--- config.mk ---
export PLATFORM = sky130hd
export DESIGN_NAME = fbct_front
export DESIGN_NICKNAME = d
export VERILOG_FILES = /design/src/sv/fbct_pkg.sv /design/src/sv/fbct_front.sv
export SDC_FILE = /design/constraint.sdc
export NUM_CORES = 2
export LEC_CHECK = 0
export BUFFER_PORTS_ARGS = -buffer_cell sky130_fd_sc_hd__buf_2
export CAP_MARGIN = 20
export CORE_AREA = 2 2 522 524
export DETAILED_ROUTE_END_ITERATION = 10
export DIE_AREA = 0 0 524 526
export SYNTH_ARGS = -nofsm -noshare
export SYNTH_HDL_FRONTEND = slang
export SYNTH_SLANG_ARGS = --single-unit
--- constraint.sdc ---
create_clock -name clock -period 8.55 [get_ports clock]
set_clock_uncertainty 0.1 [all_clocks]
set_input_delay 1.71 -clock clock [delete_from_list [all_inputs] [get_ports clock]]
set_output_delay 1.71 -clock clock [all_outputs]
set_load 0.005 [all_outputs]
--- src/sv/fbct_pkg.sv ---
`timescale 1ns / 1ps
`default_nettype none
// ---------------------------------------------------------------------------
// Frustum box cull package
// Shared constants, item codes and result codes of the frustum box cull unit.
// ---------------------------------------------------------------------------
package fbct_pkg;

   localparam int VALUE_WIDTH_DEFAULT = 48;
   localparam int NUM_PLANES          = 6;
   localparam int NUM_TESTS           = 2 * NUM_PLANES;
   localparam int RSP_DATA_WIDTH      = 8;

   // item kind carried in tuser
   localparam logic KIND_LOAD = 1'b0;
   localparam logic KIND_BOX  = 1'b1;

   // matrix columns that feed the planes
   localparam logic [1:0] COL_X = 2'd0;
   localparam logic [1:0] COL_Y = 2'd1;
   localparam logic [1:0] COL_W = 2'd3;

   typedef enum logic [1:0] {
      VERDICT_INSIDE    = 2'd0,
      VERDICT_INTERSECT = 2'd1,
      VERDICT_OUTSIDE   = 2'd2
   } verdict_type;

endpackage
`default_nettype wire

--- src/sv/fbct_front.sv ---
`timescale 1ns / 1ps
`default_nettype none
// ---------------------------------------------------------------------------
// Frustum box cull front stage
// Holds the matrix entries, derives the six planes and registers them with
// the box of each item.
// ---------------------------------------------------------------------------
module fbct_front #(
   parameter int VALUE_WIDTH = fbct_pkg::VALUE_WIDTH_DEFAULT,
   localparam int CW = VALUE_WIDTH + 1
) (
   input  logic                          clock,
   input  logic                          reset,
   input  logic                          load_en,
   input  logic [1:0]                    load_column,
   input  logic [1:0]                    load_row,
   input  logic signed [VALUE_WIDTH-1:0] load_value,
   input  logic                          advance,
   input  logic signed [VALUE_WIDTH-1:0] box_min_x,
   input  logic signed [VALUE_WIDTH-1:0] box_min_y,
   input  logic signed [VALUE_WIDTH-1:0] box_max_x,
   input  logic signed [VALUE_WIDTH-1:0] box_max_y,
   output logic signed [VALUE_WIDTH-1:0] lo_x,
   output logic signed [VALUE_WIDTH-1:0] lo_y,
   output logic signed [VALUE_WIDTH-1:0] hi_x,
   output logic signed [VALUE_WIDTH-1:0] hi_y,
   output logic signed [CW-1:0]          nx      [fbct_pkg::NUM_PLANES],
   output logic signed [CW-1:0]          ny      [fbct_pkg::NUM_PLANES],
   output logic signed [CW-1:0]          plane_d [fbct_pkg::NUM_PLANES]
);

   logic signed [VALUE_WIDTH-1:0] mx_ff [4];
   logic signed [VALUE_WIDTH-1:0] my_ff [4];
   logic signed [VALUE_WIDTH-1:0] md_ff [4];

   logic signed [CW-1:0] nx_in      [fbct_pkg::NUM_PLANES];
   logic signed [CW-1:0] ny_in      [fbct_pkg::NUM_PLANES];
   logic signed [CW-1:0] plane_d_in [fbct_pkg::NUM_PLANES];
   logic signed [CW-1:0] nx_ff      [fbct_pkg::NUM_PLANES];
   logic signed [CW-1:0] ny_ff      [fbct_pkg::NUM_PLANES];
   logic signed [CW-1:0] plane_d_ff [fbct_pkg::NUM_PLANES];

   logic signed [VALUE_WIDTH-1:0] lo_x_ff, lo_y_ff, hi_x_ff, hi_y_ff;

   always_ff @(posedge clock) begin
      if (reset) begin
         for (int i = 0; i < 4; i++) begin
            mx_ff[i] <= '0;
            my_ff[i] <= '0;
            md_ff[i] <= '0;
         end
      end else if (load_en) begin
         case (load_column)
            fbct_pkg::COL_X: mx_ff[load_row] <= load_value;
            fbct_pkg::COL_Y: my_ff[load_row] <= load_value;
            fbct_pkg::COL_W: md_ff[load_row] <= load_value;
            default: ;  // drop entries of the z column
         endcase
      end
   end

   // row 3 plus or minus rows 0, 1, 2
   always_comb begin
      for (int k = 0; k < fbct_pkg::NUM_PLANES; k++) begin
         if (k % 2 == 0) begin
            nx_in[k]      = CW'(mx_ff[3]) + CW'(mx_ff[k / 2]);
            ny_in[k]      = CW'(my_ff[3]) + CW'(my_ff[k / 2]);
            plane_d_in[k] = CW'(md_ff[3]) + CW'(md_ff[k / 2]);
         end else begin
            nx_in[k]      = CW'(mx_ff[3]) - CW'(mx_ff[k / 2]);
            ny_in[k]      = CW'(my_ff[3]) - CW'(my_ff[k / 2]);
            plane_d_in[k] = CW'(md_ff[3]) - CW'(md_ff[k / 2]);
         end
      end
   end

   always_ff @(posedge clock) begin
      if (advance) begin
         lo_x_ff <= box_min_x;
         lo_y_ff <= box_min_y;
         hi_x_ff <= box_max_x;
         hi_y_ff <= box_max_y;
         for (int k = 0; k < fbct_pkg::NUM_PLANES; k++) begin
            nx_ff[k]      <= nx_in[k];
            ny_ff[k]      <= ny_in[k];
            plane_d_ff[k] <= plane_d_in[k];
         end
      end
   end

   assign lo_x    = lo_x_ff;
   assign lo_y    = lo_y_ff;
   assign hi_x    = hi_x_ff;
   assign hi_y    = hi_y_ff;
   assign nx      = nx_ff;
   assign ny      = ny_ff;
   assign plane_d = plane_d_ff;

endmodule
`default_nettype wire

==> flow_summary.yaml <==
routing:
  viasPerCell: 5.48
  wl_met3_um: 24400
  drtIter0Drc: 7500
  drc_errors: 0
  route.top_layer_used: "met5"
  vias: 78860
  final_antenna_net_count: 0
  met2_length_um: 188000
  wl_met1_um: 156000
  first_pass_iters: 5
  wire_per_inst_um: 27.4
  wirelength_um: 394000
timing:
  finalSetupTns_ns: 0
  setup_viol: 0
  max_slew_margin_pct: 22.0
  slew_viol_final: 0
  period_minus_slack_ns: 5.28
  rsz0062_at_grt: "false"
  finalCritPeriodShare_pct: 61.8
  finalWorstSetupSlack_ns: 3.27
  finalHoldViolCount: 0
  fmax_mhz: 189
  tightest_slew_ns: 1.17
cts:
  hold_buffers: 0
  post_cts_buffers: 0
  cts.sinks: 1641
  cts_resized: 0
  clk_latency_ns: 0.85
  clock_path_buffers: 4
  h-tree-depth: 4
  cts_made_buffers: 195
  cts_tree: "built"
  clkTransAtPathRegs_ns: 0.06
  cts_root_buf: "clkbuf_16"
power:
  powerDensity_nw_per_um2: 223
  total_power_mw: 25.9
  vdd_drop_max_mv: 0.148
  power_leakage_nw: 47.8
floorplanning:
  fp.dieH_um: 526
  initial_core_util_pct: 37.1
  dieArea_um2: 276000
  core-area_um2: 270000
  num_rows: 191
  io_pins: 1322
  die_w_um: 524
final_layout:
  fin_nets: 11749
  area_delta_synth_final_pct: 16.1
  nFillCells: 25710
  drive_above_1_share_pct: 16.4
  stdcell_count: 14378
  finish.instance_area_um2: 116000
placed_design:
  io_buffer_count: 1321
  dp_hpwl_um: 312000
  place_area_um2: 110000
  dp.cells: 13989
  dp_slack_ns: 2.97
  routabilityCongestion: 0.986
grt:
  grt_max_degree: 170
  grt_usage_pct: 27.5
  grt_pass1_vias: 76480
  overflow: 0
  grt_pass1_wl_um: 549000
  antenna_found_initial: 83
logic_synthesis:
  syn_avg_cell_area_um2: 10.5
  synth_sequential_area_ratio_pct: 49.2
  async_flop_share_pct: 0
  yosys_register_bits: 1641
  synth_nets: 10657
  ys_types: 97
  yosysTopAreaCellShare_pct: 49.2
  yosysTopAreaCell: "edfxtp_1"
  synth_cells: 9527
  synth-main-ff-cell: "edfxtp_1"
  synth_area_um2: 100000
  synth_edf_count: 1641
  ys_top_cells_by_area: "edfxtp_1 49%, ha_1 11%, xnor2_1 6.2%"
  synth_warnings: 0
critical_path:
  r2r-end: "plane_d[48]$_DFFE_PP_"
  crit_type: "flip-flop to flip-flop"
  cpMaxStageDelayCell: "nor4_1"
  crit_fanout: 10
  regToRegStartpoint: "md_ff[3][1]$_DFFE_PP_"
  crit_top_cell: "nor2_1"
  path_depth: 13
  crit_arrival_ns: 5.81
  crit_required_ns: 9.08
  cp_slowest_stage_delay_ns: 0.85
  crit_path_end_kind: "flip-flop"
  r2r_slack_ns: 3.27
  start_kind: "flip-flop"
  reg2regPathDepth: 13
  cp_cell_sequence: "inv_1, fa_1, nor2b_1, o31a_1, o31ai_1, a211oi_1, a21oi_1, o41a_1, nor4_1, nor2_1, nor2_1, a2111oi_0, a21o_1"
  path_buf_inv: 1
  cpLargestDelayFamily: "compound AO/OA/AOI/OAI gates"
outcome:
  status: "completed"
job:
  drv_cap: 0
hold_path:
  worstHoldStart: "mx_ff[0][0]$_SDFFCE_PN0P_"
  holdCritPathClass: "flip-flop to flip-flop"
  min_to: "nx[245]$_DFFE_PP_"
  hold_depth: 2
-- Yosys cell counts, drive strengths merged, types with 17 or more instances --
cell,count
o221ai,23
and2,548
a311oi,24
nand2,333
nand3,126
o21ai,338
xnor2,708
or2,37
o21a,65
nand4,96
nor2b,80
a211oi,36
o21bai,240
inv,862
clkinv,17
nor4,93
a211o,19
a21o,167
and3,79
xor2,83
a31oi,85
clkbuf,397
fa,18
buf,79
nor3,165
o41ai,31
a21oi,919
nor2,787
a31o,20
or3,25
o211ai,37
a41oi,25
a21boi,31
a221oi,28
edfxtp,1641
or4,18
o31ai,108
ha,864
o31a,22
nand2b,85
-- metal layers --
layer / global-route usage (%) / up-vias
met3: 3.53 / 636
met5: 0 / -
met2: 45.8 / 3410
met1: 34.0 / 38761
met4: 15.8 / 2
li1: - / 36051
-- through the flow --
step	util (%)	hold WS, ns
2_1_floorplan	-	0.536
3_3_place_gp	40.7	0.562
3_5_place_dp	40.7	0.593
4_1_cts	43.1	0.602
5_1_grt	43.1	0.609
6_report	43.1	0.591
-- layout by cell type, fill, tap and decap left out, drive strengths merged, types with 22 or more instances in the layout --
| cell type | count |
|---|---|
| a211oi | 36 |
| a21boi | 31 |
| a21o | 167 |
| a21oi | 919 |
| a221oi | 28 |
| a311oi | 24 |
| a31oi | 85 |
| a41oi | 25 |
| and2 | 548 |
| and3 | 79 |
| buf | 1371 |
| clkbuf | 228 |
| clkinv | 87 |
| diode | 44 |
| edfxtp | 1641 |
| ha | 864 |
| inv | 876 |
| nand2 | 333 |
| nand2b | 85 |
| nand3 | 126 |
| nand4 | 96 |
| nor2 | 787 |
| nor2b | 80 |
| nor3 | 165 |
| nor4 | 93 |
| o211ai | 37 |
| o21a | 65 |
| o21ai | 338 |
| o21bai | 240 |
| o221ai | 23 |
| o31a | 22 |
| o31ai | 108 |
| o41ai | 31 |
| or2 | 37 |
| or3 | 25 |
| xnor2 | 708 |
| xor2 | 83 |
-- state kept, by name (all words and copies together) (netlist names), 192 cells and up --
name	flops
my_ff	192
ny	291
mx_ff	192
plane_d	291
nx	291
md_ff	192
-- worst max path at each step --
| stage | start | end | slack, ns |
|---|---|---|---|
| floorplan | load_row[0] | md_ff[2][0]$_SDFFCE_PN0P_ | 3.64 |
| global placement | reset | mx_ff[1][27]$_SDFFCE_PN0P_ | 3.08 |
| detailed placement | reset | mx_ff[1][26]$_SDFFCE_PN0P_ | 2.97 |
| CTS | my_ff[3][1]$_DFFE_PP_ | ny[44]$_DFFE_PP_ | 3.47 |
| global route | my_ff[3][1]$_DFFE_PP_ | ny[48]$_DFFE_PP_ | 3.12 |
| finish | md_ff[3][1]$_DFFE_PP_ | plane_d[48]$_DFFE_PP_ | 3.27 |
-- final cells by class --
cell class	instances	area [µm²]	area share, %
well taps	3570	4470	3.84
repair buffers	1371	7120	6.12
inverters	879	3300	2.84
multi-input cells	6531	45800	39.4
diodes	44	110	0.0946
clock buffers	228	5050	4.34
clock inverters	114	1190	1.02
flip-flops and latches	1641	49300	42.4
-- report_power, final --
group	switching, mW	leakage (nW)	internal, mW
registers	0.723	15.9	10.2
clock network	3.53	3.03	4.83
logic	4.36	28.8	2.32
-- cell families (layout without fill, tap and decap cells) --
| kind of cell | count (synthesis) | in the layout | share of synthesized area, % |
|---|---|---|---|
| multiplexers | 5 | 5 | 0.0512 |
| AND/OR/NAND/NOR | 2511 | 2511 | 12.6 |
| flip-flops | 1641 | 1641 | 49.2 |
| AO/OA/AOI/OAI | 2342 | 2342 | 14.9 |
| buffers and inverters | 1355 | 2592 | 5.18 |
| XOR/XNOR | 791 | 791 | 6.91 |
| adder cells (fa/ha/maj) | 882 | 882 | 11.1 |
| other | 0 | 44 | 0 |
-- worst reg2reg max path, delay by kind of cell, from the launching register on --
family | cells | cell delay (ns)
AO/OA/AOI/OAI | 7 | 1.95
AND/OR/NAND/NOR | 4 | 1.52
flip-flops | 1 | 0.67
adder cells (fa/ha/maj) | 1 | 0.51
buffers and inverters | 1 | 0.28
Note: power is estimated with default switching activity, not from simulation.
